## config.mk

```make
export PLATFORM = sky130hd
export DESIGN_NAME = trag_cell
export DESIGN_NICKNAME = d
export VERILOG_FILES = /design/src/rtl/tensor_roll_address_generator_defines.svh /design/src/rtl/trag_pkg.sv /design/src/rtl/trag_cell.sv
export SDC_FILE = /design/constraint.sdc
export NUM_CORES = 1
export LEC_CHECK = 0
export BUFFER_PORTS_ARGS = -buffer_cell sky130_fd_sc_hd__buf_2
export CORE_MARGIN = 2
export CORE_UTILIZATION = 45
export DETAILED_ROUTE_END_ITERATION = 8
export PLACE_DENSITY = 0.67
export SYNTH_ARGS = -nofsm -noshare
export SYNTH_HDL_FRONTEND = slang
export SYNTH_SLANG_ARGS = --single-unit
```

## constraint.sdc

```tcl
create_clock -name clk -period 7.1 [get_ports clk]
set_input_delay 0.71 -clock clk [delete_from_list [all_inputs] [get_ports clk]]
set_output_delay 0.71 -clock clk [all_outputs]
set_load 0.02 [all_outputs]
```

## src/rtl/tensor_roll_address_generator_defines.svh

```systemverilog
// ----------------------------------------------------------------------------
// Assertion macros for the tensor roll address generator
// Shared property shorthands, clocked on clk and gated by the active-low reset.
// ----------------------------------------------------------------------------
`ifndef TENSOR_ROLL_ADDRESS_GENERATOR_DEFINES_SVH
`define TENSOR_ROLL_ADDRESS_GENERATOR_DEFINES_SVH

// The consequent must hold in the same cycle as the antecedent.
`define TRAG_ASSERT_SAME(label, ante, cons, msg) \
  label: assert property (@(posedge clk) disable iff (!rst_n) (ante) |-> (cons)) \
    else $error(msg);

// The consequent must hold in the cycle after the antecedent.
`define TRAG_ASSERT_NEXT(label, ante, cons, msg) \
  label: assert property (@(posedge clk) disable iff (!rst_n) (ante) |=> (cons)) \
    else $error(msg);

`endif

```

## src/rtl/trag_pkg.sv

```systemverilog
// ----------------------------------------------------------------------------
// trag_pkg
// Register indexes, fixed field widths and shared types of the roll address
// generator.
// ----------------------------------------------------------------------------
package trag_pkg;

  localparam int CFG_IDX_W   = 3;
  localparam int CFG_DATA_W  = 64;
  localparam int STRIDE_W    = 32;
  localparam int POS_W       = 32;
  localparam int OUT_OFS_W   = 32;
  localparam int NUM_STRIDES = 4;

  localparam logic [CFG_IDX_W-1:0] CFG_SIZES    = 3'd0;
  localparam logic [CFG_IDX_W-1:0] CFG_SHIFTS   = 3'd1;
  localparam logic [CFG_IDX_W-1:0] CFG_STRIDE_0 = 3'd2;
  localparam logic [CFG_IDX_W-1:0] CFG_STRIDE_1 = 3'd3;
  localparam logic [CFG_IDX_W-1:0] CFG_STRIDE_2 = 3'd4;
  localparam logic [CFG_IDX_W-1:0] CFG_STRIDE_3 = 3'd5;

  // Step control handed to every odometer digit.
  typedef struct packed {
    logic step;
    logic restart;
  } trag_ctl_t;

endpackage

```

## src/rtl/trag_cell.sv

```systemverilog
// ----------------------------------------------------------------------------
// trag_cell
// One multiply-accumulate stage of the offset chain: adds this dimension's
// source coordinate times its stride to the running offset.
// ----------------------------------------------------------------------------
module trag_cell #(
  parameter int MAX_DIMS     = 4,
  parameter int DIM_WIDTH    = 16,
  parameter int OFFSET_WIDTH = 32,
  parameter int DIM_INDEX    = 0
) (
  input  logic                          clk,
  input  logic                          rst_n,
  input  logic                          en,
  input  logic                          in_valid,
  input  logic [trag_pkg::POS_W-1:0]    in_pos,
  input  logic                          in_last,
  input  logic [MAX_DIMS*DIM_WIDTH-1:0] in_srcs,
  input  logic [OFFSET_WIDTH-1:0]       in_sum,
  input  logic [trag_pkg::STRIDE_W-1:0] stride,
  output logic                          out_valid,
  output logic [trag_pkg::POS_W-1:0]    out_pos,
  output logic                          out_last,
  output logic [MAX_DIMS*DIM_WIDTH-1:0] out_srcs,
  output logic [OFFSET_WIDTH-1:0]       out_sum
);
  import trag_pkg::*;

  localparam int PROD_W = DIM_WIDTH + STRIDE_W;

  logic [DIM_WIDTH-1:0]    src;
  logic [PROD_W-1:0]       prod;
  logic [OFFSET_WIDTH-1:0] prod_fit;
  logic                    valid_r;
  logic [POS_W-1:0]        pos_r;
  logic                    last_r;
  logic [MAX_DIMS*DIM_WIDTH-1:0] srcs_r;
  logic [OFFSET_WIDTH-1:0] sum_r;

  assign src  = in_srcs[DIM_INDEX*DIM_WIDTH +: DIM_WIDTH];
  assign prod = {{STRIDE_W{1'b0}}, src} * {{DIM_WIDTH{1'b0}}, stride};

  generate
    if (PROD_W >= OFFSET_WIDTH) begin : g_trunc
      assign prod_fit = prod[OFFSET_WIDTH-1:0];
    end else begin : g_ext
      assign prod_fit = {{(OFFSET_WIDTH-PROD_W){1'b0}}, prod};
    end
  endgenerate

  always_ff @(posedge clk) begin
    if (!rst_n) begin
      valid_r <= 1'b0;
    end else if (en) begin
      valid_r <= in_valid;
    end
  end

  always_ff @(posedge clk) begin
    if (en) begin
      pos_r  <= in_pos;
      last_r <= in_last;
      srcs_r <= in_srcs;
      sum_r  <= in_sum + prod_fit;
    end
  end

  assign out_valid = valid_r;
  assign out_pos   = pos_r;
  assign out_last  = last_r;
  assign out_srcs  = srcs_r;
  assign out_sum   = sum_r;

endmodule

```

==> out/results.txt <==
post-synthesis register bit count: 130
# resized after CTS: 0
hold_buf cts: 0
# IOs: 295
Layout area overhead: 16.8%
layout cells sized above 1: 0.196
Worst-Skew Late Latency: 0.43 ns
global-route wire length before repair: 69.6 mm
# H-tree levels: 4
DP HPWL: 36.6 mm
status: complete, no violations
initial antenna violation count: 2
Post-synth EDFFs: 129
Final ANT Viol Nets: 0
Clock Sinks: 130
aggregate global routing overflow: 0
Max-cap violations: 0
Required @ worst endpoint: 7.30 ns
sequential share of the synthesized area: 0.238
Final Max Tran Viols: 0
Post-route DRC: 0
Die Width: 195 um
post-route setup TNS: 0 ns
Final setup viols: 0
Slew Limit Headroom: 0.325
postcts setup bufs: 0
CTS tree: built
# port buffers: 294
FFs w/ async S/R, synth: 0
drt via density: 4.90
initial core utilization: 0.458
Core Area: 0.0357 mm2
final hold violation count: 0
crit path kind: in2reg
Iteration-0 DRC Markers: 747
syn_nets: 2165
die height: 195 um
DR WL/cell: 18.5 um
Nets: 2457
Synth Warn #: 0
Worst-path clk slew: 0.07 ns
RSZ-0062 raised after global routing: false
crit start category: input pin
Fmax: 0.149 GHz
syn_area_per_cell: 10.2 um2
DR pass1 iterations: 5
crit share post-route: 0.943
crit end category: register
worst-path fanout max: 19
maximum root-to-sink buffer count: 2
Least-Margin Pin Slew: 1.01 ns
pin count of the biggest net entering global routing: 83
final period demand of the worst path: 6.70 ns
vias: 11591
Die Area: 0.0379 mm2
Post-Synthesis Cell Area: 0.0163 mm2
ys flop type: edfxtp_1
TritonCTS Buffers: 17
vias in the first global route: 12622
Gate Count Post-Synth: 1598
clk_skew: 0 ns
Synth cell types: 41
gpl congestion: 0.903
CTS root buffer: clkbuf_16
Routed WL: 43.8 mm
gr usage total: 0.243
worst hold path type: in2reg
crit path DAT: 6.89 ns
row count: 69
## state kept, by name, indices dropped and copies added (netlist names)
register,flops
out_last,1
out_valid,1
out_srcs,64
out_sum,32
out_pos,32
## cells by family (layout without fill, tap and decap cells)
family / count (synthesis) / count (layout) / share of synthesized area
flops: 130 / 130 / 0.238
xor+xnor: 54 / 54 / 0.0289
fa+ha+maj: 402 / 402 / 0.461
compound gates: 67 / 67 / 0.0280
mux: 2 / 2 / 0.00123
simple gates: 441 / 441 / 0.127
buf+inv: 502 / 807 / 0.116
other cells: 0 / 1 / 0
## routing by layer
metal / global-route usage / vias up / wire (um)
li1: - / 5219 / -
met5: 0 / - / 13
met4: 0.0709 / 2 / 983
met1: 0.302 / 5858 / 17500
met2: 0.433 / 454 / 22400
met3: 0.0429 / 58 / 2900
## final cells by class
class	instances	area [um2]
antenna	1	2.50
clock buffer	18	429
clock inverter	14	179
fill	3205	16600
inverter	441	1660
multi-input combinational	966	10600
sequential	130	3890
tap	461	577
timing repair buffer	334	1790
## cells in the final DEF (no fill, tap or decap), types with 5 or more instances in the layout
master	netlist	routed
nor2_1	14	14
nor2b_1	5	5
buf_2	0	293
o21ai_0	7	7
inv_1	441	441
nand2_1	261	261
a21o_1	6	6
a21oi_1	26	26
ha_1	68	68
edfxtp_1	129	129
and2_1	140	140
nand3_1	7	7
xnor2_1	43	43
xor2_1	11	11
o21bai_1	5	5
clkbuf_16	0	17
buf_4	0	39
fa_1	334	334
## cells in the mapped netlist (all sizes together) (2+ instances only)
cell,n,area [um2]
inv,441,1660
fa,334,6690
nand2,261,980
and2,140,876
edfxtp,129,3870
ha,68,851
clkbuf,60,226
xnor2,43,377
a21oi,27,139
nor2,14,52.6
xor2,11,96.3
a21o,7,53.8
nand3,7,35.0
o21ai,7,35.0
nor2b,5,31.3
o21bai,5,37.5
a21boi,4,33.8
nand4,3,18.8
nor3,3,15.0
o2111ai,3,26.3
o31ai,3,22.5
or3,3,18.8
a311oi,2,17.5
a31oi,2,12.5
mux2i,2,20.0
o211ai,2,15.0
o21a,2,15.0
or2,2,12.5
## metrics by stage
stage | hold slack [ns] | util | instances | worst slack [ns] | instance area [um2]
floorplan | 0.589 | - | 1598 | 0.683 | 16300
global placement | 0.504 | 0.518 | 2332 | -0.0404 | 18500
detailed placement | 0.533 | 0.518 | 2332 | -0.0922 | 18500
CTS | 0.422 | 0.535 | 2364 | 0.393 | 19100
global route | 0.425 | 0.535 | 2365 | 0.0616 | 19100
finish | 0.445 | 0.535 | 2365 | 0.404 | 19100
## path summary, 6_finish.rpt
path | startpoint | end | slack (ns) | cells past startpoint
setup reg to reg | out_valid | out_valid | 6.48 | 2
hold / removal | in_pos[19] | out_pos[19] | 0.44 | 1
hold reg to reg | out_valid | out_valid | 0.54 | 2
setup / recovery | in_srcs[2] | out_sum[30] | 0.40 | 22
## worst max-delay path, stage by stage
cell       delay, ns
buf_2           0.39
nand2_1         0.14
fa_1            0.51
fa_1            0.51
fa_1            0.57
inv_1           0.07
fa_1            0.49
fa_1            0.49
inv_1           0.05
fa_1            0.47
inv_1           0.04
ha_1            0.36
nand2_1         0.14
o21ai_0         0.12
a21oi_1         0.37
a21boi_1        0.14
buf_4           0.15
o2111ai_1       0.35
a21oi_1         0.16
o31ai_1         0.33
mux2i_1         0.22
o211ai_1        0.10
Power is left out: the tool's default activity adds up to more than one toggle a clock period on the data nets, which glitch-free logic cannot reach.
