--- src/rtl/tensor_roll_address_generator_defines.svh ---
// ----------------------------------------------------------------------------
// Assertion macros for the tensor roll address generator
// Shared property shorthands, clocked on clk and gated by the active-low reset.
// ----------------------------------------------------------------------------
`ifndef TENSOR_ROLL_ADDRESS_GENERATOR_DEFINES_SVH
`define TENSOR_ROLL_ADDRESS_GENERATOR_DEFINES_SVH

// The consequent must hold in the same cycle as the antecedent.
`define TRAG_ASSERT_SAME(label, ante, cons, msg) \
  label: assert property (@(posedge clk) disable iff (!rst_n) (ante) |-> (cons)) \
    else $error(msg);

// The consequent must hold in the cycle after the antecedent.
`define TRAG_ASSERT_NEXT(label, ante, cons, msg) \
  label: assert property (@(posedge clk) disable iff (!rst_n) (ante) |=> (cons)) \
    else $error(msg);

`endif

--- src/rtl/trag_norm.sv ---
// ----------------------------------------------------------------------------
// trag_norm
// Renormalizer run after a size or shift write: for each dimension it reduces
// the shift and the current coordinate modulo the size, one bit per cycle,
// and reloads the digit's source coordinate and its restart value.
// ----------------------------------------------------------------------------
module trag_norm #(
  parameter int MAX_DIMS  = 4,
  parameter int DIM_WIDTH = 16,
  parameter int DIM_IDX_W = 2
) (
  input  logic                          clk,
  input  logic                          rst_n,
  input  logic                          start,
  input  logic [MAX_DIMS*DIM_WIDTH-1:0] sizes,
  input  logic [MAX_DIMS*DIM_WIDTH-1:0] shifts,
  input  logic [MAX_DIMS*DIM_WIDTH-1:0] coords,
  output logic                          busy,
  output logic                          wr_en,
  output logic [DIM_IDX_W-1:0]          wr_dim,
  output logic [DIM_WIDTH-1:0]          wr_src,
  output logic [DIM_WIDTH-1:0]          wr_zsrc
);

  localparam int CNT_W = $clog2(DIM_WIDTH);

  localparam logic [1:0] ST_IDLE  = 2'd0;
  localparam logic [1:0] ST_LOAD  = 2'd1;
  localparam logic [1:0] ST_DIV   = 2'd2;
  localparam logic [1:0] ST_WRITE = 2'd3;

  logic [1:0]           state_r, state_nxt;
  logic [DIM_IDX_W-1:0] dim_r, dim_nxt;
  logic [CNT_W-1:0]     cnt_r, cnt_nxt;
  logic [DIM_WIDTH-1:0] div_r, sa_r, ca_r, rs_r, rc_r;
  logic [DIM_WIDTH:0]   rs_try, rc_try, rs_sub, rc_sub;
  logic [DIM_WIDTH-1:0] rs_step, rc_step;

  always_comb begin
    rs_try  = {rs_r, sa_r[DIM_WIDTH-1]};
    rc_try  = {rc_r, ca_r[DIM_WIDTH-1]};
    rs_sub  = rs_try - {1'b0, div_r};
    rc_sub  = rc_try - {1'b0, div_r};
    rs_step = (rs_try >= {1'b0, div_r}) ? rs_sub[DIM_WIDTH-1:0] : rs_try[DIM_WIDTH-1:0];
    rc_step = (rc_try >= {1'b0, div_r}) ? rc_sub[DIM_WIDTH-1:0] : rc_try[DIM_WIDTH-1:0];

    busy    = (state_r != ST_IDLE);
    wr_en   = (state_r == ST_WRITE);
    wr_dim  = dim_r;
    wr_src  = (rc_r >= rs_r) ? (rc_r - rs_r) : (rc_r + div_r - rs_r);
    wr_zsrc = (rs_r == '0) ? '0 : (div_r - rs_r);

    state_nxt = state_r;
    dim_nxt   = dim_r;
    cnt_nxt   = cnt_r;
    case (state_r)
      ST_IDLE: begin
      end
      ST_LOAD: begin
        cnt_nxt   = CNT_W'(DIM_WIDTH - 1);
        state_nxt = ST_DIV;
      end
      ST_DIV: begin
        cnt_nxt = cnt_r - 1'b1;
        if (cnt_r == '0) begin
          state_nxt = ST_WRITE;
        end
      end
      ST_WRITE: begin
        if (dim_r == DIM_IDX_W'(MAX_DIMS - 1)) begin
          state_nxt = ST_IDLE;
        end else begin
          dim_nxt   = dim_r + 1'b1;
          state_nxt = ST_LOAD;
        end
      end
      default: begin
        state_nxt = ST_IDLE;
      end
    endcase
    // A further write restarts the pass from the outermost dimension.
    if (start) begin
      state_nxt = ST_LOAD;
      dim_nxt   = '0;
    end
  end

  always_ff @(posedge clk) begin
    if (!rst_n) begin
      state_r <= ST_IDLE;
      dim_r   <= '0;
      cnt_r   <= '0;
    end else begin
      state_r <= state_nxt;
      dim_r   <= dim_nxt;
      cnt_r   <= cnt_nxt;
    end
  end

  always_ff @(posedge clk) begin
    if (state_r == ST_LOAD) begin
      div_r <= sizes[dim_r*DIM_WIDTH +: DIM_WIDTH];
      sa_r  <= shifts[dim_r*DIM_WIDTH +: DIM_WIDTH];
      ca_r  <= coords[dim_r*DIM_WIDTH +: DIM_WIDTH];
      rs_r  <= '0;
      rc_r  <= '0;
    end else if (state_r == ST_DIV) begin
      sa_r <= {sa_r[DIM_WIDTH-2:0], 1'b0};
      ca_r <= {ca_r[DIM_WIDTH-2:0], 1'b0};
      rs_r <= rs_step;
      rc_r <= rc_step;
    end
  end

endmodule

--- config.mk ---
export PLATFORM = sky130hd
export DESIGN_NAME = trag_norm
export DESIGN_NICKNAME = d
export VERILOG_FILES = /design/src/rtl/tensor_roll_address_generator_defines.svh /design/src/rtl/trag_norm.sv
export SDC_FILE = /design/constraint.sdc
export NUM_CORES = 1
export LEC_CHECK = 0
export ABC_AREA = 1
export BUFFER_PORTS_ARGS = -buffer_cell sky130_fd_sc_hd__clkbuf_2
export CAP_MARGIN = 20
export CORE_ASPECT_RATIO = 1.2
export CORE_MARGIN = 2
export CORE_UTILIZATION = 38
export CTS_CLUSTER_SIZE = 25
export DETAILED_ROUTE_END_ITERATION = 16
export GPL_ROUTABILITY_DRIVEN = 0
export PLACE_DENSITY_LB_ADDON = 0.05
export SKIP_LAST_GASP = 1
export SYNTH_ARGS = -nofsm -noshare
export SYNTH_HDL_FRONTEND = slang
export SYNTH_SLANG_ARGS = --single-unit
--- constraint.sdc ---
create_clock -name clk -period 3.6 [get_ports clk]
set_clock_uncertainty 0.15 [all_clocks]
set_input_delay 0.72 -clock clk [delete_from_list [all_inputs] [get_ports clk]]
set_output_delay 0.72 -clock clk [all_outputs]
set_load 0.005 [all_outputs]
==> metrics.md, run 1 <==
| Metric | Value |
|---|---|
| Critical path cell sequence | `inv_2, fa_1, inv_1, ha_4, nand2_1, nor2_4, nand3_1, nand3b_1, xor2_1, nand2_1, nand2_1, clkbuf_2` |
| Critical Path Start | `div_r[7]` |
| Initial antenna violation count | `1` |
| Outcome | `finished clean` |
| Slew Viols, Final | `0` |
| Final min period | `3512 ps` |
| RSZ-0062 raised after global routing | `yes` |
| Mapped Cells | `1623` |
| Num CTS Buffers | `9` |
| Maximum fanout along the worst path | `5` |
| Worst reg2reg path depth | `11` |
| PD cells | `377.5 nW/um2` |
| WL/cell | `18.11 um` |
| Flop-to-flop setup slack | `890 ps` |
| Routed wire length | `around 40 mm` |
| Delay-heaviest family, CP | `adder cells` |
| Final setup viols | `0` |
| Post-synthesis cell type count | `40` |
| Crit start category | `register` |
| Drt pass-1 iters | `5` |
| Overall routing resource usage | `0.2792` |
| H-tree depth | `3` |
| Final hold vios | `0` |
| Fraction of layout cells with a size suffix above 1 | `0.2240` |
| Post-DP HPWL | `32.86 mm` |
| Clock slew at reported path FFs | `70 ps` |
| Most common cell type on the critical path | `nand2_1` |
| Gr ovfl total | `0` |
| Setup TNS | `0 ps` |
| Worst Tran Pin Value | `994.8 ps` |
| Clk sinks | `88` |
| Row count | `65` |
| Syn_nets | `1923` |
| Filler cells | `~2800` |
| Number of routed nets with antenna violations | `0` |
| Critical path's largest stage delay | `540 ps` |
| DIE HEIGHT | `~180 um` |
| Arrival @ worst endpoint | `2640 ps` |
| Max_cap viols | `0` |
| Cell Area, Synth | `10260 um2` |
| Io pins | `~230` |
| Placed cell area | `11810 um2` |
| Period utilisation layout | `0.9754` |
| Seq/Total Area, Yosys | `0.2186` |
| Root buf cell | `clkbuf_16` |
| Post-Layout Inst Area | `12540 um2` |
| #FFs+latches synth | `88` |
| CP required | `2730 ps` |
| Stages on worst setup path | `12` |
| DR vias/cell | `5.231` |
| Synth Area per Inst | `about 6.3 um2` |
| Worst setup path class | `register to output pin` |
| First-pass GRT wire length | `61.36 mm` |
| Crit path buf inv count | `3` |
| CTS tree | `built` |
| Critical R2R Launch | `div_r[14]` |
| Die footprint | `approximately 28000 um2` |
| Syn. warnings | `0` |
| Slew Limit Headroom | `0.3368` |
| Iteration-0 DRC Markers | `between 700 and 800` |
| Vias in the first global route | `approximately 11000` |
| R2r endpoint | `rc_r[11]` |
| Leakage power | `6.447 nW` |
| Die X | `around 150 um` |
| Peak supply drop | `approximately 0.25 mV` |
| Area delta synth->final | `22.29%` |
| Pin count of the biggest net entering global routing | `99` |
| Number of buffers added on ports | `between 200 and 250` |
| Via count | `roughly 11000` |
| Drt drc | `0` |
| Worst-Skew Late Latency | `~360 ps` |
| Hold WC Path Type | `register to register` |
| Clock Path Buffers | `2` |
| Fmax achieved | `between 200 and 300 MHz` |
| Initial Util | `0.3881` |
| Core area | `around 26000 um2` |
| Hold buffer count at cts | `0` |
| Final nets | `2152` |
| Critical path endpoint category | `output pin` |
| Slowest CP cell | `fa_1` |
| Setup crit end | `wr_src[10]` |
==> routing by layer <==
metal / vias to the layer above / track usage / wire length (um)
met1: 5215 / 0.3147 / 16040
met3: 81 / 0.04078 / 2155
met4: 0 / 0.1305 / 1852
met2: 392 / 0.5166 / 19670
met5: - / 0 / 0
li1: 5783 / - / -
==> report_power, final <==
part | switching [W] | internal, W
clock network | 0.000453 | 0.000544
logic | 0.00148 | 0.000916
registers | 0.0000720 | 0.00127
==> Yosys cell counts (all sizes together) <==
cell type | instances | area (um2)
dfxtp | 40 | 800.8
and2 | 4 | 25.02
edfxtp | 48 | 1441
nand2 | 357 | 1388
nand3b | 10 | 75.07
a21boi | 1 | 7.510
xor2 | 17 | 148.9
o21ai | 146 | 730.7
o31ai | 1 | 7.510
inv | 216 | 810.8
or2 | 5 | 31.28
nand4 | 17 | 106.4
a31oi | 33 | 206.5
fa | 19 | 380.4
o21bai | 6 | 45.04
buf | 21 | 150.1
a21o | 9 | 67.56
nor2 | 273 | 1060
xnor2 | 16 | 140.1
nand3 | 153 | 845.8
nor3 | 12 | 60.06
o21a | 1 | 7.510
a21oi | 82 | 414.2
clkbuf | 33 | 123.9
o22ai | 16 | 100.1
a211oi | 1 | 7.510
ha | 86 | 1076
==> area by class of cell <==
cell class                      instances  area (um2)  share of cell area
Inverter                              216       813.3             0.06484
Multi-Input combinational cell       1265        7283              0.5806
Clock inverter                          6       66.31            0.005287
Antenna cell                            1       2.502           0.0001995
Sequential cell                        88        2263              0.1804
Timing Repair Buffer                  272        1466              0.1169
Clock buffer                           10       229.0             0.01825
Tap cell                              335       419.2             0.03342
==> per-stage QoR <==
step	cells	worst slack [ps]	hold slack (ps)	total power (W)	utilization
after floorplan	1623	426.0	308.8	0.002728	-
after CTS	2183	1.243	342.8	0.004584	0.4612
after global routing	2193	-28.06	379.1	0.005050	0.4746
after global placement	2165	174.1	317.0	0.003541	0.4467
final	2193	88.47	344.9	0.004736	0.4746
after detailed placement	2165	218.9	334.8	0.003551	0.4467
==> kinds of logic after synthesis <==
| group | after synthesis | share of synthesized area |
|---|---|---|
| simple gates | 831 | 0.3501 |
| compound gates | 296 | 0.1554 |
| buf+inv | 270 | 0.1058 |
| fa+ha+maj | 105 | 0.1420 |
| flops | 88 | 0.2186 |
| xor+xnor | 33 | 0.02818 |
==> state kept, by name, indices dropped and copies added (netlist names) <==
name / cells
state_r: 2
ca_r: 16
cnt_r: 4
wr_dim: 2
div_r: 16
rs_r: 16
rc_r: 16
sa_r: 16
==> layout by cell type (no fill, tap or decap), drive strengths merged, types with 3 or more instances in the layout <==
master / n
a21o: 9
a21oi: 82
a31oi: 33
and2: 4
buf: 42
clkbuf: 240
clkinv: 3
dfxtp: 40
edfxtp: 48
fa: 19
ha: 86
inv: 218
nand2: 357
nand3: 153
nand3b: 10
nand4: 17
nor2: 273
nor3: 12
o21ai: 146
o21bai: 6
o22ai: 16
or2: 5
xnor2: 16
xor2: 17
==> worst min path at each step <==
stage               cells after the start     start  slack (ps)       end
global route                            2  rs_r[12]         380  rs_r[12]
finish                                  2  cnt_r[0]         340  cnt_r[0]
CTS                                     2  cnt_r[0]         340  cnt_r[0]
detailed placement                      2   rc_r[8]         330   rc_r[8]
global placement                        2  cnt_r[0]         320  cnt_r[0]
floorplan                               2  cnt_r[0]         310  cnt_r[0]
==> tightest hold or removal path, stage by stage (launching register included) <==
cell,delay (ps)
dfxtp_1,330
nand2_1,70
a21oi_1,60
==> timing repair <==
item                       CTS  global route
gates resized for setup     22            72
gates cloned                 0             0
setup endpoints to repair   12            19
setup buffers                2             9
pin swaps                    0            13
No activity file was read; power rests on OpenSTA's default activity.
==> inputs of run 2 (changes only) <==
- BUFFER_PORTS_ARGS: -buffer_cell sky130_fd_sc_hd__clkbuf_2 -> -buffer_cell sky130_fd_sc_hd__buf_2
- clock period: 3.6 -> 3.3 ns (I/O delays scaled with it)
==> run 2 against run 1 <==
Effect of this change:
- the run now ends with setup timing left
- clock power grew 12%
- die area unchanged
- via count rose by 2.7%
- setup slack lost 230 ps
- power is 17% higher
- global-route usage grew 0.22 points
- sequential power increased by 9%
- combinational power increased by 23%
- cell area increased by 7.1%
- hold slack worse by 4.7 ps
- largest cell class unchanged
- largest power group unchanged
==> metrics.md, run 2 (synthesis gave the netlist of run 1 again) <==
| Metric | Value |
|---|---|
| Outcome | `complete, but fails checks` |
| Failing checks | `setup timing` |
| Slew Limit Headroom | `0.3412 (+0.004385)` |
| Via count | `11790 (+2.7%)` |
| Clock slew at reported path FFs | `70 ps (about the same)` |
| Worst reg2reg path depth | `13 (+2)` |
| H-tree depth | `3 (unchanged)` |
| Most frequent cells in the layout | `nand2_1 (323), nor2_1 (255), buf_2 (230), inv_1 (175), nand3_1 (129)` |
| Post-Layout Cell Count | `2246 (+2.4%)` |
| Layout Utilization | `0.5081 (+0.03356)` |
| Period utilisation layout | `1.042` |
| RSZ-0062 raised after global routing | `yes` |
| Hold WC Path Type | `register to register` |
| Final setup viols | `8 (+8)` |
| Post-route setup slack | `-138.4 ps (-226.9 ps)` |
| Pin count of the biggest net entering global routing | `99 (unchanged)` |
| Initial antenna violation count | `2 (+1)` |
| HP Start | `cnt_r[0]` |
| Peak supply drop | `0.2236 mV (-10%)` |
| CP required | `2490 ps (-240 ps)` |
| Worst-Skew Late Latency | `360 ps (about the same)` |
| Worst setup path class | `register to output pin` |
| Worst Tran Pin Value | `988.3 ps (-6.576 ps)` |
| Area taken by multi-input logic gates | `7646 um2 (+5.0%)` |
| Hold buffer count at cts | `0 (unchanged)` |
| Row count | `65 (unchanged)` |
| Iteration-0 DRC Markers | `817 (+8.9%)` |
| Gr ovfl total | `0 (unchanged)` |
| Final nets | `2206 (+2.5%)` |
| Flop-to-flop setup slack | `620 ps (-270 ps)` |
| Max_cap viols | `0 (unchanged)` |
| Io pins | `231 (unchanged)` |
| Final min period | `about 3400 ps` |
| Area delta synth->final | `30.93%` |
| Die footprint | `28330 um2 (unchanged)` |
| Fmax achieved | `a little under 300 MHz` |
| Dpl cells | `2178 (+0.60%)` |
| CTS tree | `built` |
| Vias in the first global route | `11590 (+1.6%)` |
| Drt pass-1 iters | `5 (unchanged)` |
| Die X | `154.0 um (unchanged)` |
| WL/cell | `18.27 um (+0.88%)` |
| Num CTS Buffers | `9 (unchanged)` |
| Number of buffers added on ports | `230 (unchanged)` |
| PD cells | `412.5 nW/um2 (+9.3%)` |
| Core area | `26430 um2 (unchanged)` |
| Leakage power | `6.797 nW (+5.4%)` |
| Critical path endpoint category | `output pin` |
| Number of routed nets with antenna violations | `0 (unchanged)` |
| Fraction of layout cells with a size suffix above 1 | `0.2878 (+0.06379)` |
| Root buf cell | `clkbuf_16` |
| Overall routing resource usage | `0.2814 (+0.002226)` |
| Hold Path End | `cnt_r[0]` |
| Commonest non-fill, non-tap cell in the layout | `nand2_1` |
| Dpl ws | `-197.0 ps (-415.9 ps)` |
| Placed cell area | `11930 um2 (+1.0%)` |
| Clock Path Buffers | `2 (unchanged)` |
| Filler cells | `2683 (-4.4%)` |
| Clk sinks | `88 (unchanged)` |
| # diodes | `0 (-1)` |
| Hold depth | `2 (unchanged)` |
| Post-Layout Inst Area | `13430 um2 (+7.1%)` |
| R2r endpoint | `rs_r[11]` |
| Post-DP HPWL | `32.44 mm (-1.3%)` |
| First-pass GRT wire length | `62.08 mm (+1.2%)` |
| Register area | `2281 um2 (+0.77%)` |
| DR vias/cell | `5.248 (+0.32%)` |
| DIE HEIGHT | `184.0 um (unchanged)` |
| Final hold vios | `0 (unchanged)` |
| Slew Viols, Final | `0 (unchanged)` |
| Maximum fanout along the worst path | `3 (-2)` |
| Initial Util | `0.3881 (unchanged)` |
| Drt drc | `0 (unchanged)` |
| Arrival @ worst endpoint | `2630 ps (about the same)` |
| Crit start category | `register` |
| Routed wire length | `41.04 mm (+3.3%)` |
| Critical R2R Launch | `div_r[6]` |
-- run 2: cell types whose count changed in the layout (fill, tap and decap cells not counted), moves of 9 or more --
| cell | delta |
|---|---|
| buf_2 | +230 |
| clkbuf_2 | -230 |
| buf_4 | +45 |
| inv_1 | -23 |
| inv_2 | +20 |
| nand2_1 | -13 |
| a21oi_1 | -12 |
| ha_4 | +9 |
| nand2_4 | +9 |
-- run 2: cell type report --
| cell class | count | share of cell area |
|---|---|---|
| multi-input combinational | 1266 | 0.5693 |
| sequential | 88 | 0.1698 |
| timing repair buffer | 324 | 0.1441 |
| inverter | 216 | 0.06167 |
| tap | 335 | 0.03121 |
| clock buffer | 9 | 0.01677 |
| clock inverter | 7 | 0.006428 |
| timing repair inverter | 1 | 0.0006521 |
-- run 2: worst max-delay path, stage by stage, from the launching register on --
cell and delay [ps]:
edfxtp_1 380, inv_2 70, fa_1 550, inv_2 50, ha_4 290, nand2_4 80
nor2_4 150, nand3_2 90, nand3b_1 180, xor2_1 170, nand2_1 80, nand2_2 70
buf_2 110
-- run 2: layer usage --
metal / vias up / share of wire / track usage
li1: 5894 / - / -
met3: 83 / 0.054 / 0.04173
met5: - / 0 / 0
met1: 5392 / 0.40 / 0.3195
met4: 0 / 0.046 / 0.1282
met2: 417 / 0.50 / 0.5189
-- run 2: repair_timing --
item | in CTS | in global routing
buffers inserted | 29 | 20
endpoints found under the hold margin | 0 | 0
resized for setup | 109 | 101
pin swaps | 30 | 32
gates cloned | 0 | 3
endpoints found under the setup margin | 23 | 25
-- run 2: worst max path at each step --
stage	startpoint	endpoint	slack, ps	cells after the start
2_1_floorplan	div_r[1]	wr_src[14]	190	13
5_1_grt	div_r[2]	wr_src[9]	-260	12
6_report	div_r[8]	wr_src[10]	-140	12
4_1_cts	div_r[6]	wr_src[10]	-90	12
3_5_place_dp	div_r[7]	wr_src[10]	-200	12
3_3_place_gp	div_r[7]	wr_src[10]	-230	12
-- run 2: through the flow --
stage	setup TNS (ps)	power, W	hold slack, ps
after floorplan	0	0.002976	308.8
final	-755.0	0.005540	340.2
after CTS	-691.8	0.005303	342.5
after detailed placement	-260.8	0.003855	332.1
after global routing	-2545	0.005896	356.5
after global placement	-327.3	0.003849	325.7
-- run 2: power by group --
part	switching, W	internal (W)	total, W
sequential	0.0000807	0.00139	0.00147
clock	0.000515	0.000606	0.00112
combinational	0.00175	0.00120	0.00295
total	0.00235	0.00319	0.00554
