### src/rtl/tensor_roll_address_generator_defines.svh
// ----------------------------------------------------------------------------
// Assertion macros for the tensor roll address generator
// Shared property shorthands, clocked on clk and gated by the active-low reset.
// ----------------------------------------------------------------------------
`ifndef TENSOR_ROLL_ADDRESS_GENERATOR_DEFINES_SVH
`define TENSOR_ROLL_ADDRESS_GENERATOR_DEFINES_SVH

// The consequent must hold in the same cycle as the antecedent.
`define TRAG_ASSERT_SAME(label, ante, cons, msg) \
  label: assert property (@(posedge clk) disable iff (!rst_n) (ante) |-> (cons)) \
    else $error(msg);

// The consequent must hold in the cycle after the antecedent.
`define TRAG_ASSERT_NEXT(label, ante, cons, msg) \
  label: assert property (@(posedge clk) disable iff (!rst_n) (ante) |=> (cons)) \
    else $error(msg);

`endif

### src/rtl/trag_pkg.sv
// ----------------------------------------------------------------------------
// trag_pkg
// Register indexes, fixed field widths and shared types of the roll address
// generator.
// ----------------------------------------------------------------------------
package trag_pkg;

  localparam int CFG_IDX_W   = 3;
  localparam int CFG_DATA_W  = 64;
  localparam int STRIDE_W    = 32;
  localparam int POS_W       = 32;
  localparam int OUT_OFS_W   = 32;
  localparam int NUM_STRIDES = 4;

  localparam logic [CFG_IDX_W-1:0] CFG_SIZES    = 3'd0;
  localparam logic [CFG_IDX_W-1:0] CFG_SHIFTS   = 3'd1;
  localparam logic [CFG_IDX_W-1:0] CFG_STRIDE_0 = 3'd2;
  localparam logic [CFG_IDX_W-1:0] CFG_STRIDE_1 = 3'd3;
  localparam logic [CFG_IDX_W-1:0] CFG_STRIDE_2 = 3'd4;
  localparam logic [CFG_IDX_W-1:0] CFG_STRIDE_3 = 3'd5;

  // Step control handed to every odometer digit.
  typedef struct packed {
    logic step;
    logic restart;
  } trag_ctl_t;

endpackage

### src/rtl/trag_digit.sv
// ----------------------------------------------------------------------------
// trag_digit
// One odometer digit: holds the output coordinate and the matching source
// coordinate of one dimension and advances when all faster digits are full.
// ----------------------------------------------------------------------------
module trag_digit #(
  parameter int DIM_WIDTH = 16
) (
  input  logic                 clk,
  input  logic                 rst_n,
  input  trag_pkg::trag_ctl_t  ctl,
  input  logic                 load_en,
  input  logic [DIM_WIDTH-1:0] load_src,
  input  logic [DIM_WIDTH-1:0] load_zsrc,
  input  logic [DIM_WIDTH-1:0] size,
  input  logic                 low_full_in,
  output logic                 full_out,
  output logic [DIM_WIDTH-1:0] coord,
  output logic [DIM_WIDTH-1:0] cur_src
);

  logic [DIM_WIDTH-1:0] coord_r, coord_nxt;
  logic [DIM_WIDTH-1:0] src_r, src_nxt;
  logic [DIM_WIDTH-1:0] zsrc_r, zsrc_nxt;
  logic [DIM_WIDTH-1:0] cur_coord;
  logic [DIM_WIDTH:0]   coord_inc;
  logic [DIM_WIDTH:0]   src_inc;
  logic                 full;

  assign coord = coord_r;

  always_comb begin
    cur_coord = ctl.restart ? '0 : coord_r;
    cur_src   = ctl.restart ? zsrc_r : src_r;
    coord_inc = {1'b0, cur_coord} + {{DIM_WIDTH{1'b0}}, 1'b1};
    src_inc   = {1'b0, cur_src} + {{DIM_WIDTH{1'b0}}, 1'b1};
    // A coordinate left above its size by a size change counts as full.
    full      = coord_inc >= {1'b0, size};
    full_out  = low_full_in & full;

    coord_nxt = coord_r;
    src_nxt   = src_r;
    zsrc_nxt  = zsrc_r;
    if (load_en) begin
      src_nxt  = load_src;
      zsrc_nxt = load_zsrc;
    end else if (ctl.step) begin
      if (!low_full_in) begin
        coord_nxt = cur_coord;
        src_nxt   = cur_src;
      end else if (full) begin
        coord_nxt = '0;
        src_nxt   = zsrc_r;
      end else begin
        coord_nxt = coord_inc[DIM_WIDTH-1:0];
        src_nxt   = (src_inc == {1'b0, size}) ? '0 : src_inc[DIM_WIDTH-1:0];
      end
    end
  end

  always_ff @(posedge clk) begin
    if (!rst_n) begin
      coord_r <= '0;
      src_r   <= '0;
      zsrc_r  <= '0;
    end else begin
      coord_r <= coord_nxt;
      src_r   <= src_nxt;
      zsrc_r  <= zsrc_nxt;
    end
  end

endmodule

### config.mk
export PLATFORM = sky130hd
export DESIGN_NAME = trag_digit
export DESIGN_NICKNAME = d
export VERILOG_FILES = /design/src/rtl/tensor_roll_address_generator_defines.svh /design/src/rtl/trag_pkg.sv /design/src/rtl/trag_digit.sv
export SDC_FILE = /design/constraint.sdc
export NUM_CORES = 1
export LEC_CHECK = 0
export BUFFER_PORTS_ARGS = -buffer_cell sky130_fd_sc_hd__buf_4
export CORE_MARGIN = 1.5
export CORE_UTILIZATION = 42
export DETAILED_ROUTE_END_ITERATION = 8
export PLACE_DENSITY = 0.77
export SLEW_MARGIN = 40
export SYNTH_ARGS = -nofsm -noshare
export SYNTH_HDL_FRONTEND = slang
export SYNTH_SLANG_ARGS = --single-unit
export TNS_END_PERCENT = 50
### constraint.sdc
create_clock -name clk -period 4.36 [get_ports clk]
set_input_delay 0 -clock clk [delete_from_list [all_inputs] [get_ports clk]]
set_output_delay 0 -clock clk [all_outputs]
set_load 0.01 [all_outputs]
==> results of run 1 <==
==> per-layer routing <==
layer	part of all wire	up-vias	GRT usage	routed length, um
li1	-	2104	-	-
met1	0.43	2041	0.331	5630
met3	0.066	36	0.0349	864
met5	0	-	0	0
met2	0.48	206	0.425	6290
met4	0.030	0	0.109	393
==> repair_timing <==
action,4_1_cts,5_1_grt
endpoints found under the hold margin,25,0
setup buffers,0,2
setup endpoints to repair,0,31
resized for setup,0,6
hold buffers,25,0
==> kinds of logic (layout without fill, tap and decap cells) <==
logic type                 count (synthesis)  count (layout)  synth area share
AOI/OAI and AO/OA                        111             111             0.182
xor gates and xnor gates                  41              41            0.0906
adders and majority gates                 19              19            0.0572
buffers and inverters                     59             164            0.0651
DFF                                       48              48             0.234
muxes                                     32              32            0.0827
and+or+nand+nor                          215             215             0.289
==> layout make-up <==
class,instances,area share
tap,129,0.0307
multi-input combinational,418,0.552
clock buffer,5,0.0131
inverter,32,0.0229
clock inverter,1,0.00572
timing repair buffer,126,0.192
sequential,48,0.183
==> sequential cells by signal (all words and copies together), names as in the netlist <==
| signal | flops |
|---|---|
| zsrc_r | 16 |
| src_r | 16 |
| coord | 16 |
==> where the power goes <==
group	leakage, nW	switching [mW]	internal [mW]
clock	0.0501	0.160	0.165
sequential	0.395	0.0248	0.459
combinational	1.81	0.159	0.150
==> cells in the final DEF, fill, tap and decap left out, types with 7 or more instances in the layout <==
master / synthesis / layout
xnor2_1: 32 / 32
inv_1: 30 / 30
dlygate4sd3_1: 0 / 25
nor2_1: 31 / 31
a21oi_1: 22 / 22
nand3_1: 33 / 33
or3_1: 7 / 7
nand4_1: 12 / 12
dfxtp_1: 48 / 46
xor2_1: 8 / 8
o31ai_1: 7 / 7
nand3b_1: 10 / 10
nand2_1: 37 / 37
nand2b_1: 9 / 9
mux2i_1: 24 / 24
ha_1: 18 / 17
a22oi_1: 16 / 16
nor3_1: 15 / 15
nor2b_1: 35 / 34
buf_4: 2 / 101
o21ai_0: 31 / 31
==> metrics by stage <==
stage / power [mW] / util / worst slack, ns
after global placement: 0.772 / 0.520 / 0.371
after global routing: 1.17 / 0.560 / 0.0162
after CTS: 1.12 / 0.557 / 0.0819
final: 1.12 / 0.560 / 0.290
after floorplan: 0.671 / - / 0.293
after detailed placement: 0.781 / 0.520 / 0.0921
==> how the worst min path moves through the flow <==
stage                     cells past startpoint  slack (ns)   endpoint          from
after floorplan                               2        0.14   src_r[0]   load_src[0]
final                                         3        0.01  src_r[12]  load_src[12]
after CTS                                     3       0.006   src_r[8]   load_src[8]
after global placement                        3        0.24   src_r[7]   load_src[7]
after global routing                          3        0.03   src_r[6]   load_src[6]
after detailed placement                      3        0.25   src_r[5]   load_src[5]
==> worst min-delay path, stage by stage <==
cell and delay (ns):
buf_4 0.08, o21ai_0 0.06, nor3_1 0.12
==> results.rst, run 1 <==
.. list-table::
   :header-rows: 1

   * - Metric
     - Value
   * - Clock input transition at the sequential cells of the worst setup and hold paths
     - 0.10 ns
   * - Total routing usage reported by global routing
     - 0.255
   * - RSZ-0062 raised after global routing
     - false
   * - Sequential fraction of the synthesis area
     - 0.234
   * - WHS
     - 0.0116 ns
   * - Synth async-reset ratio
     - 0
   * - Total gr overflow
     - 0
   * - WL final
     - 13.2 mm
   * - HPWL Detailed
     - 9.79 mm
   * - Worst Setup SP
     - coord[3]
   * - CTS Sinks
     - 48
   * - Ant diodes
     - 0
   * - Category of the worst setup path launch point
     - flop
   * - Number of enable flip-flop cells after synthesis
     - 0
   * - Number of DRC markers in iteration 0
     - 402
   * - Net Count, Synth
     - 597
   * - Clock network latency to the later pin of the worst-skew pair
     - 0.31 ns
   * - Port-buffer cells
     - 86
   * - Die Span Y
     - 102 um
   * - Total standard cell area after synthesis
     - 0.00412 sq mm
   * - Static leakage power
     - 2.26 nW
   * - Origin of the critical flop-to-flop path
     - coord[3]
   * - Post-synthesis cell type count
     - 57
   * - Sum Neg Setup Slack
     - 0 ns
   * - Effective utilization at floorplan
     - 0.439
   * - Max_slew headroom
     - 0.571
   * - CTS H-Tree Depth
     - 2
   * - Yosys warning total
     - 0
   * - Delay of the slowest cell on the worst path
     - 0.39 ns
   * - DRC Markers
     - 0
   * - Global-route wire length before repair
     - 21.1 mm
   * - Floorplan die area
     - 0.0104 sq mm
   * - Placeable core region
     - 0.00937 sq mm
   * - Clock period minus final worst setup slack
     - 4.07 ns
   * - Peak VDD IR
     - 0.125 mV
   * - Peak clock frequency supported by timing
     - 246 MHz
   * - I/O pin count
     - 87
   * - Sequential standard cell area
     - 963 sq um
   * - Skew final
     - 0.0136 ns
   * - Via/cell ratio
     - 5.78
   * - MaxCap Viol Count
     - 0
   * - Dominant synthesized flop cell
     - dfxtp_1
   * - Total CTS buffers
     - 5
   * - CTS root buffer
     - clkbuf_8
   * - Combined buffer and inverter count along the critical path
     - 1
   * - Cell Pwr Density
     - 213 mW/mm^2
   * - Data arrival time of the critical path
     - 4.28 ns
   * - Number of setup violations in the final report
     - 0
   * - Average wire per standard cell
     - 17.4 um
   * - Fin area
     - 0.00525 sq mm
   * - Number of vias in the routed layout
     - 4,387
   * - Result of the run
     - finished, final reports clean
   * - Post-synth top area share
     - 0.234
   * - Number of pins exceeding their max-slew limit in the final report
     - 0
   * - Cell accounting for the most synthesized area
     - dfxtp_1
   * - Number of register bits inferred by synthesis
     - 48
   * - Worst-Margin Slew
     - 0.626 ns
   * - Number of hold violations in the final report
     - 0
   * - Synth Area per Inst
     - 7.84 sq um
   * - Number of nets with antenna violations after detailed routing
     - 0
   * - Worst-path maximum fanout
     - 10
   * - Final weighted congestion in routability-driven placement
     - 0.949
   * - CP top delay family
     - simple AND/OR/NAND/NOR gates
   * - Reg-to-reg setup timing slack
     - 0.29 ns
   * - Cell row count
     - 35
   * - Share of layout cells above drive strength 1
     - 0.211
   * - Antenna violations before repair
     - 0
   * - CP cell instances
     - and3_1 > nand4_1 > nor4_2 > nand3_1 > or2_2 > xor2_1 > nor2_1 > ha_1 > nand3_1 > nor2_1 > a311oi_1 > o2111ai_1 > buf_4 > or2_4 > or3_1 > o211ai_1 > a22oi_1 > o31ai_1
   * - Slowest stage cell, crit path
     - dfxtp_2
   * - Count leader, synth
     - dfxtp_1
   * - Number of cells on the critical path
     - 18
   * - Overall die width
     - 102 um
   * - Most common library cells after synthesis
     - dfxtp_1 (48), nand2_1 (37), nor2b_1 (35)
   * - Area growth from synthesis to final layout
     - 27.6%
   * - Synthesized instance count
     - 525
   * - Post-route clock period utilization
     - 0.933
   * - Footprint of the multi-input gates
     - 0.00290 sq mm
   * - Largest net degree at the start of global routing
     - 51
   * - Number of nets in the layout
     - 703
   * - Via count of the first global-routing pass
     - 4,347
   * - Cells after DPL
     - 726
   * - CTS tree
     - yes
   * - Cell Count, Final, Fillers Out
     - 759
   * - Cell types occupying the most area after synthesis
     - dfxtp_1 (23%), xnor2_1 (6.8%), mux2i_1 (5.8%)
   * - Critical path capture point type
     - flop
   * - Hold Crit Class
     - input pin to flop
   * - Number of detailed-routing iterations run before antenna repair
     - 6
   * - Critical register-to-register path endpoint
     - src_r[3]
   * - Deepest clock path buffer count
     - 2
   * - CP required
     - 4.58 ns
   * - Worst setup path category
     - flop to flop
   * - Termination of the worst setup path
     - src_r[3]
   * - Instance area at placement
     - 0.00487 sq mm
   * - Filler Cells Inserted
     - 896
   * - Cells on worst reg2reg path
     - 18
Note: power is estimated with default switching activity, not from simulation.
==> run 2, diff against run 1 <==
--- a/config.mk
+++ b/config.mk
@@ -9,7 +9,7 @@
 export CORE_MARGIN = 1.5
 export CORE_UTILIZATION = 42
 export DETAILED_ROUTE_END_ITERATION = 8
-export PLACE_DENSITY = 0.77
+export PLACE_DENSITY = 0.75
 export SLEW_MARGIN = 40
 export SYNTH_ARGS = -nofsm -noshare
 export SYNTH_HDL_FRONTEND = slang
==> constraint.sdc (replaced) <==
create_clock -name clk -period 4.15 [get_ports clk]
set_input_delay 0 -clock clk [delete_from_list [all_inputs] [get_ports clk]]
set_output_delay 0 -clock clk [all_outputs]
set_load 0.01 [all_outputs]
==> results.rst, run 2 (same netlist as run 1, synthesis figures left out) <==
.. list-table::
   :header-rows: 1

   * - Metric
     - Value
   * - Hold Crit Class
     - input pin to flop
   * - Total routing usage reported by global routing
     - 0.252
   * - Post-placement worst setup slack
     - -0.0505 ns
   * - Clock network latency to the later pin of the worst-skew pair
     - 0.31 ns
   * - Area growth from synthesis to final layout
     - 28.7%
   * - Number of nets with antenna violations after detailed routing
     - 0
   * - Clock period minus final worst setup slack
     - 3.96 ns
   * - Number of detailed-routing iterations run before antenna repair
     - 6
   * - MaxCap Viol Count
     - 0
   * - Number of setup violations in the final report
     - 0
   * - CP required
     - 4.37 ns
   * - Most common cell after layout, fill and taps aside
     - buf_4
   * - Sum Neg Setup Slack
     - 0 ns
   * - I/O pin count
     - 87
   * - Cell row count
     - 35
   * - Fin area
     - 0.00530 sq mm
   * - Cell Pwr Density
     - 216 mW/mm^2
   * - Least setup slack across all paths after layout
     - 0.192 ns
   * - Global-route wire length before repair
     - 20.8 mm
   * - Die Span Y
     - 102 um
   * - RSZ-0062 raised after global routing
     - false
   * - Port-buffer cells
     - 86
   * - Number of hold violations in the final report
     - 0
   * - Worst hold path cell count
     - 3
   * - Worst-path maximum fanout
     - 8
   * - Critical path capture point type
     - flop
   * - Max_slew headroom
     - 0.563
   * - WL final
     - 13.3 mm
   * - Antenna violations before repair
     - 0
   * - Filler Cells Inserted
     - 897
   * - Placeable core region
     - 0.00937 sq mm
   * - Number of nets in the layout
     - 707
   * - Peak VDD IR
     - 0.145 mV
   * - Overall die width
     - 102 um
   * - Instance area at placement
     - 0.00492 sq mm
   * - Endpoint with the worst hold slack
     - src_r[2]
   * - Total CTS buffers
     - 5
   * - CTS tree
     - yes
   * - Post-route clock period utilization
     - 0.954
   * - Origin of the critical flop-to-flop path
     - coord[0]
   * - Skew final
     - 0.00762 ns
   * - Number of DRC markers in iteration 0
     - 381
   * - Min-delay src
     - load_src[2]
   * - Share of layout cells above drive strength 1
     - 0.225
   * - Category of the worst setup path launch point
     - flop
   * - Worst-Margin Slew
     - 0.651 ns
   * - Floorplan die area
     - 0.0104 sq mm
   * - Clock input transition at the sequential cells of the worst setup and hold paths
     - 0.09 ns
   * - Deepest clock path buffer count
     - 2
   * - Peak clock frequency supported by timing
     - 253 MHz
   * - Number of pins exceeding their max-slew limit in the final report
     - 0
   * - CTS H-Tree Depth
     - 2
   * - CTS Sinks
     - 48
   * - Via/cell ratio
     - 5.83
   * - Via count of the first global-routing pass
     - 4,194
   * - Most used cells in the layout excluding fill and tap cells
     - buf_4 (107), dfxtp_1 (48), nand2_1 (37), nand3_1 (33), nor2b_1 (33)
   * - Ant diodes
     - 0
   * - Number of vias in the routed layout
     - 4,459
   * - Average wire per standard cell
     - 17.4 um
   * - Cells on worst reg2reg path
     - 17
   * - CTS root buffer
     - clkbuf_8
   * - HPWL Detailed
     - 9.78 mm
   * - Largest net degree at the start of global routing
     - 51
   * - Critical register-to-register path endpoint
     - src_r[3]
   * - Static leakage power
     - 2.28 nW
   * - Final weighted congestion in routability-driven placement
     - 0.937
   * - DRC Markers
     - 0
   * - Reg-to-reg setup timing slack
     - 0.19 ns
   * - Data arrival time of the critical path
     - 4.18 ns
   * - Total gr overflow
     - 0
   * - Result of the run
     - finished, final reports clean
   * - Effective utilization at floorplan
     - 0.439
   * - Worst setup path category
     - flop to flop
-- run 2: cell types whose count changed in the layout (fill, tap and decap cells not counted), moves of 2 or more --
cell / change
buf_4: +6
clkbuf_1: +2
dfxtp_1: +2
dfxtp_2: -2
dlygate4sd3_1: -2
-- run 2: worst max-delay path by stage --
stage	start	end	slack, ns	depth (start not counted)
6_report	coord[0]	src_r[3]	0.19	17
5_1_grt	coord[0]	src_r[3]	0.006	17
4_1_cts	coord[1]	src_r[9]	0.02	17
3_5_place_dp	coord[1]	src_r[14]	-0.05	17
3_3_place_gp	coord[1]	src_r[13]	0.14	17
2_1_floorplan	ctl[0]	src_r[3]	0.08	23
-- run 2: stage by stage --
stage,instances,hold slack (ns),utilization,power (mW)
final,765,0.00818,0.565,1.14
after global routing,765,0.0162,0.565,1.20
after floorplan,525,0.139,-,0.705
after detailed placement,732,0.239,0.525,0.822
after global placement,732,0.230,0.525,0.814
after CTS,763,0.00206,0.560,1.14
-- run 2: layer usage --
layer	global-route usage	wire, um	vias to the layer above	share of wire
li1	-	-	2102	-
met2	0.428	6390	212	0.48
met3	0.0301	922	26	0.069
met5	0	0	-	0
met1	0.333	5760	2119	0.43
met4	0.0759	265	0	0.020
-- run 2: power by group --
part	leakage (nW)	switching [mW]	internal, mW
Sequential	0.394	0.0268	0.483
Clock	0.0455	0.169	0.137
Combinational	1.84	0.168	0.159
Total	2.28	0.364	0.778
-- run 2: critical path, cell delays in order, from the launching register on --
cell and delay [ns]:
dfxtp_1 0.34, nor2b_2 0.18, ha_2 0.22, nand2_1 0.10, nor4_4 0.46, nand4_1 0.16
xor2_1 0.16, nor2_1 0.15, ha_1 0.28, nand3_1 0.14, nor2_1 0.08, a311oi_2 0.26
o2111ai_2 0.18, or2_4 0.35, or3_1 0.37, o211ai_1 0.10, a22oi_1 0.09, o31ai_1 0.23
-- run 2: final cells by class --
class,instances,area [sq um],share of cell area
inverters,32,120,0.0227
flip-flops and latches,48,961,0.181
clock buffers,8,90.1,0.0170
multi-input cells,418,2930,0.553
repair buffers,130,1030,0.195
well taps,129,161,0.0305
-- run 2: repair_timing --
action / CTS / global route
endpoints found under the hold margin: 23 / 0
pin swaps: 0 / 4
setup buffers: 0 / 2
setup endpoints to repair: 9 / 32
resized for setup: 2 / 10
hold buffers: 23 / 0
==> run 3, diff against run 2 <==
--- a/config.mk
+++ b/config.mk
@@ -5,7 +5,7 @@
 export SDC_FILE = /design/constraint.sdc
 export NUM_CORES = 1
 export LEC_CHECK = 0
-export BUFFER_PORTS_ARGS = -buffer_cell sky130_fd_sc_hd__buf_4
+export BUFFER_PORTS_ARGS = -buffer_cell sky130_fd_sc_hd__clkbuf_2
 export CORE_MARGIN = 1.5
 export CORE_UTILIZATION = 42
 export DETAILED_ROUTE_END_ITERATION = 8
==> results.rst, run 3 (same netlist as run 1, synthesis figures left out) <==
.. list-table::
   :header-rows: 1

   * - Metric
     - Value
   * - Result of the run
     - finished, final reports clean
   * - Final weighted congestion in routability-driven placement
     - 1.00
   * - Clock input transition at the sequential cells of the worst setup and hold paths
     - 0.10 ns
   * - Combined buffer and inverter count along the critical path
     - 4
   * - Number of cells on the critical path
     - 18
   * - Number of nets with antenna violations after detailed routing
     - 0
   * - Number of hold violations in the final report
     - 0
   * - Internal power contribution
     - 0.759 mW
   * - Total CTS buffers
     - 5
   * - Delay of the slowest cell on the worst path
     - 0.47 ns
   * - Total gr overflow
     - 0
   * - Sequential standard cell area
     - 963 sq um
   * - CTS H-Tree Depth
     - 2
   * - Number of detailed-routing iterations run before antenna repair
     - 6
   * - WL final
     - 13.2 mm
   * - Critical register-to-register path endpoint
     - coord[13]
   * - Antenna violations before repair
     - 0
   * - WHS
     - 0.00318 ns
   * - Via count of the first global-routing pass
     - 4,177
   * - DRC Markers
     - 0
   * - MaxCap Viol Count
     - 0
   * - Min-delay src
     - load_src[6]
   * - Total routing usage reported by global routing
     - 0.249
   * - Data arrival time of the critical path
     - 4.21 ns
   * - Area growth from synthesis to final layout
     - 24.4%
   * - Average wire per standard cell
     - 17.2 um
   * - CTS Sinks
     - 48
   * - Net Sw Power
     - 0.368 mW
   * - Cell Pwr Density
     - 220 mW/mm^2
   * - CP required
     - 4.40 ns
   * - Worst-Margin Slew
     - 0.514 ns
   * - Number of nets in the layout
     - 709
   * - Deepest clock path buffer count
     - 2
   * - Portion of total power attributed to the clock network
     - 0.275
   * - Port-buffer cells
     - 86
   * - Cell row count
     - 35
   * - Clock period minus final worst setup slack
     - 3.96 ns
   * - Post-route clock period utilization
     - 0.954
   * - CP top delay family
     - simple AND/OR/NAND/NOR gates
   * - Worst-path maximum fanout
     - 7
   * - Effective utilization at floorplan
     - 0.439
   * - Footprint of the multi-input gates
     - 0.00294 sq mm
   * - Global-route wire length before repair
     - 20.5 mm
   * - Hold Crit Class
     - input pin to flop
   * - CP cell instances
     - nor2b_4 > buf_4 > ha_2 > nand2_1 > nor4_4 > buf_4 > xnor2_1 > ha_1 > nand4_1 > nor3_1 > a2111oi_2 > o2111ai_2 > or2_4 > buf_4 > nor2_2 > buf_2 > a22oi_1 > nor2b_1
   * - Proportion of total power due to net switching
     - 0.326
   * - Power share of the sequential group
     - 0.453
   * - Static leakage power
     - 2.23 nW
   * - Final core occ
     - 0.546
   * - Number of setup violations in the final report
     - 0
   * - Worst hold path cell count
     - 3
   * - CP most frequent cell
     - buf_4
   * - CTS tree
     - yes
   * - Number of pins exceeding their max-slew limit in the final report
     - 0
   * - Most used cells in the layout excluding fill and tap cells
     - clkbuf_2 (85), dfxtp_1 (46), nand2_1 (37), nor2b_1 (33)
   * - Slowest stage cell, crit path
     - a2111oi_2
   * - Critical path capture point type
     - flop
   * - Reg-to-reg setup timing slack
     - 0.19 ns
   * - Largest net degree at the start of global routing
     - 51
   * - Most common cell after layout, fill and taps aside
     - clkbuf_2
   * - Placeable core region
     - 0.00937 sq mm
   * - Part of the total power dissipated in combinational logic
     - 0.272
   * - I/O pin count
     - 87
   * - Origin of the critical flop-to-flop path
     - coord[1]
   * - Cells on worst reg2reg path
     - 18
   * - Ant diodes
     - 0
   * - Category of the worst setup path launch point
     - flop
   * - Filler Cells Inserted
     - 906
   * - Clock network latency to the later pin of the worst-skew pair
     - 0.31 ns
   * - Number of DRC markers in iteration 0
     - 488
   * - HPWL Detailed
     - 9.67 mm
   * - Skew final
     - 0.0117 ns
   * - Share of layout cells above drive strength 1
     - 0.235
   * - Overall die width
     - 102 um
   * - Number of vias in the routed layout
     - 4,416
   * - Peak VDD IR
     - 0.116 mV
   * - Worst setup path category
     - flop to flop
   * - Endpoint with the worst hold slack
     - src_r[6]
   * - Floorplan die area
     - 0.0104 sq mm
   * - Peak clock frequency supported by timing
     - 253 MHz
   * - Max_slew headroom
     - 0.654
   * - CTS root buffer
     - clkbuf_8
   * - Via/cell ratio
     - 5.76
   * - Die Span Y
     - 102 um
## run 3: tightest hold or removal path: stages
cell and delay (ns):
clkbuf_2 0.08, o21ai_0 0.14, nor3_1 0.06
## run 3: worst max-delay path by stage
stage                      to     start  slack [ns]
floorplan            src_r[3]    ctl[0]        0.08
global placement    src_r[11]  coord[0]        0.20
detailed placement   src_r[3]  coord[1]        0.08
CTS                  coord[8]  coord[1]        0.01
global route        coord[11]  coord[0]       -0.09
finish              coord[13]  coord[1]        0.19
## run 3: metal layers
metal  vias up  wire length [um]  global-route usage
met4         0               307              0.0748
li1       2107                 -                   -
met1      2059              5530               0.328
met5         -                 0                   0
met2       219              6280               0.418
met3        31              1100              0.0397
## run 3: cell type report
cell class	count	area share
Timing Repair Buffer	132	0.165
Sequential cell	48	0.188
Clock buffer	7	0.0169
Inverter	32	0.0235
Clock inverter	1	0.00147
Multi-Input combinational cell	418	0.574
Tap cell	129	0.0315
## run 3: metrics by stage
stage | area, sq um | std cells | setup WS [ns] | power [mW] | TNS [ns]
2_1_floorplan | 4120 | 525 | 0.0833 | 0.705 | 0
3_3_place_gp | 4690 | 731 | 0.197 | 0.792 | 0
3_5_place_dp | 4700 | 731 | 0.0846 | 0.799 | 0
4_1_cts | 5040 | 764 | 0.0140 | 1.13 | 0
5_1_grt | 5120 | 767 | -0.0909 | 1.18 | -0.951
6_report | 5120 | 767 | 0.192 | 1.13 | 0
## run 3: power groups by stage
stage               Combinational, mW  Clock, mW  Sequential [mW]
floorplan                       0.194          0            0.511
global placement                0.274          0            0.517
detailed placement              0.280          0            0.519
CTS                             0.300      0.318            0.508
global route                    0.334      0.331            0.513
finish                          0.307      0.309            0.510
## run 3: repair_timing
item | CTS | global route
resized for setup | 0 | 19
hold buffers | 25 | 0
endpoints found under the hold margin | 25 | 0
buffers inserted | 0 | 2
endpoints found under the setup margin | 0 | 33
